--- src/hw/rtl/ll1pp_ram.sv ---
// generic single write port ram with registered read
module ll1pp_ram #(
   parameter int WIDTH = 8,
   parameter int DEPTH = 16,
   parameter int AW    = (DEPTH > 1) ? $clog2(DEPTH) : 1
) (
   input  logic             clock,
   input  logic             we,
   input  logic [AW-1:0]    waddr,
   input  logic [WIDTH-1:0] wdata,
   input  logic [AW-1:0]    raddr,
   output logic [WIDTH-1:0] rdata
);

   logic [WIDTH-1:0] mem [DEPTH];
   logic [WIDTH-1:0] rdata_ff;

   always_ff @(posedge clock) begin
      if (we) begin
         mem[waddr] <= wdata;
      end
      rdata_ff <= mem[raddr];
   end

   assign rdata = rdata_ff;

endmodule

--- config.mk ---
export PLATFORM = sky130hd
export DESIGN_NAME = ll1pp_ram
export DESIGN_NICKNAME = d
export VERILOG_FILES = /design/src/hw/rtl/ll1pp_ram.sv
export SDC_FILE = /design/constraint.sdc
export NUM_CORES = 1
export LEC_CHECK = 0
export ABC_AREA = 0
export BUFFER_PORTS_ARGS = -buffer_cell sky130_fd_sc_hd__buf_2
export CAP_MARGIN = 30
export CORE_MARGIN = 10
export CORE_UTILIZATION = 54
export DETAILED_ROUTE_END_ITERATION = 6
export PLACE_DENSITY = 0.71
export SLEW_MARGIN = 20
export SYNTH_ARGS = -nofsm -noshare
export SYNTH_HDL_FRONTEND = slang
export SYNTH_SLANG_ARGS = --single-unit
--- constraint.sdc ---
create_clock -name clock -period 1.48 [get_ports clock]
set_input_delay 0.074 -clock clock [delete_from_list [all_inputs] [get_ports clock]]
set_output_delay 0.074 -clock clock [all_outputs]
set_load 0.02 [all_outputs]
==> results.md <==
* Crit path DAT at 1.75 ns
* Setup TNS at 0 ns
* Clock sinks at 136
* Synthesis-to-finish area growth at 21.0%
* Congestion Overflow GR at 0
* Hold endpoint: mem[0][0]
* Clk_lat worst skew at 0.51 ns
* Die area at ~14000 µm²
* Bufs and invs on worst path at 0
* Min-Delay Path Depth at 3
* Syn_area_per_cell at roughly 22 µm²
* CP Launch Type: flip-flop
* Outcome: finished clean
* Crit-path max cell delay at 0.49 ns
* Post-synthesis sequential area ratio at 0.778
* Dominant cells by area after synthesis: edfxtp_1 75%, mux4_2 7.9%, mux4_1 7.1%, dfxtp_1 3.1%, a22oi_1 2.3%
* CP Cell Sequence: mux4_1 > a22oi_1 > nand2_1
* Total Power at 9040 µW
* Period minus WS final at 1.37 ns
* Reg2reg setup slack at around 0.11 ns
* Tot GR Track Use at 0.145
* Seq cells post-synth at 136
* Top_reg_cell synth: edfxtp_1
* CP Max Fanout at 1
* Cell count after synthesis at approximately 230
* Max-Cap Viols at 0
* Clock root buffer: clkbuf_8
* Leak at approximately 0.0021 µW
* Drt first-iter violations at 192
* Top cells by count, synth: 128 x edfxtp_1, 18 x mux4_2, 16 x a22oi_1
* Largest net degree at the start of global routing at 33
* Worst Skew at 0.00605 ns
* Nets at 308
* Layout cells sized above 1 at 0.317
* RSZ-0062 raised after global routing: false
* Post-CTS sizing at 0
* Post-DRT Antenna Nets at 0
* Fillers at 596
* CP delay by family, top: multiplexers
* Core area at 9240 µm²
* Peak supply drop at roughly 0.84 mV
* Fmax at 0.731 GHz
* Worst reg2reg path depth at 3
* DRT Pass-1 Iters at 5
* Slowest cell on the critical path: mux4_1
* First-pass GRT wire length at 15200 µm
* Hold_sp: waddr[0]
* Port Buffers at 25
* Initial antenna violation count at 0
* EDFF count, synth at 128
* Slew headroom at 0.495
* GPL Wtd Cong at 0.742
* Worst Hold Class: in -> reg
* Post-CTS Setup Bufs at 0
* Vias in the first global route at 2651
* WHS at 0.130 ns
* # IOs at 26
* Crit Reg-Reg Endpoint: rdata[5]
* Post-Synthesis Cell Area at 5150 µm²
* Leading area contributor after synthesis: edfxtp_1
* WP depth at 3
* Initial Util at 0.557
* CTS tree: yes
* Worst r2r src: mem[10][5]
* Longest Clk Path Bufs at 2
* Htree depth at 4
* Power per cell area at 1450 nW/µm²
* # setup viols final at 0
* Critical Path RT at 1.86 ns
* Fin. Hold Viols at 0
* CP endpoint kind: flip-flop
* Least-Margin Pin Slew at 0.755 ns
* Vias at 2454
* Async S/R FF share, synth at 0
* Chip height at 118 µm
* Site Rows at 35
* Post-detailed-route via-to-cell ratio at 5.68
* Synth warn at 0
* DR WL/cell at between 20 and 25 µm
* Routed WL at approximately 9700 µm
* Net Count, Synth at 247
* Synth cell types at 19
* DRC Markers at 0
* CTS clk-pin slew, worst paths at 0.06 ns
* Max Slew Vio Count at 0
* Critical path class: reg -> reg
* Share of the synthesized area in the top cell type at 0.747
* Die W at 118 µm
* # diodes at 0
* Tcrit/Tclk final at 0.924
* Hold buffers post-CTS at 8
* Most common cell in the synthesized netlist: edfxtp_1
* DP Wirelength at 6260 µm
* TritonCTS Buffers at 17
## sequential cells by signal, summed over array words and instances, names as in the netlist
| name | count |
|---|---|
| mem | 128 |
| rdata | 8 |
## cell families (layout without fill, tap and decap cells)
kind of cell | Yosys count | after routing | synth area share
AND/OR/NAND/NOR | 35 | 35 | 0.0318
buffers and inverters | 10 | 84 | 0.0168
multiplexers | 32 | 32 | 0.150
AO/OA/AOI/OAI | 16 | 16 | 0.0233
flip-flops | 136 | 136 | 0.778
## worst register-to-register path, cell delays in order (launching register included)
cell	delay, ns
edfxtp_1	0.38
mux4_1	0.49
a22oi_1	0.28
nand2_1	0.09
## worst max path at each step
stage	startpoint	end	slack [ns]
5_1_grt	mem[5][2]	rdata[2]	0.03
6_report	mem[10][5]	rdata[5]	0.11
4_1_cts	mem[10][5]	rdata[5]	0.08
3_3_place_gp	raddr[0]	rdata[5]	0.01
2_1_floorplan	waddr[2]	mem[3][0]	0.14
3_5_place_dp	raddr[0]	rdata[5]	-0.01
## power breakdown
group | leakage (µW) | internal (µW) | total, µW | switching [µW]
Clock | 0.000297 | 2660 | 4270 | 1610
Combinational | 0.000619 | 191 | 442 | 251
Sequential | 0.00122 | 4310 | 4330 | 25.9
Total | 0.00214 | 7160 | 9040 | 1880
## layer usage
metal,up-vias,wire length (µm),part of all wire,GRT usage
li1,1098,-,-,-
met1,1261,4210,0.43,0.188
met2,84,4860,0.50,0.231
met3,11,494,0.051,0.0369
met4,0,119,0.012,0.0549
met5,-,0,0,0
## area by class of cell
class                   instances  area (µm²)  area share
flip-flops and latches        136        4000       0.643
multi-input cells              83        1060       0.171
clock buffers                  18         428      0.0687
repair buffers                 52         385      0.0619
clock inverters                14         189      0.0303
well taps                     129         161      0.0259
## cell usage in the layout (no fill, tap or decap), types with 3 or more instances in the layout
cell           count
edfxtp_1         128
buf_2             25
mux4_2            18
a22oi_1           16
clkbuf_16         16
buf_4             16
mux4_1            14
nor2_1            13
nand2_1            9
dlygate4sd3_1      8
dfxtp_1            8
inv_6              4
nor3_1             3
bufinv_16          3
clkinv_4           3
buf_12             3
## through the flow
step	setup WS (ns)	area, µm²	util	std cells
final	0.112	6230	0.674	432
after floorplan	0.140	5150	-	229
after detailed placement	-0.00955	5530	0.599	392
after global placement	0.0141	5530	0.599	392
after global routing	0.0287	6230	0.674	432
after CTS	0.0780	6230	0.674	432
Power figures use the tool's default switching activity.
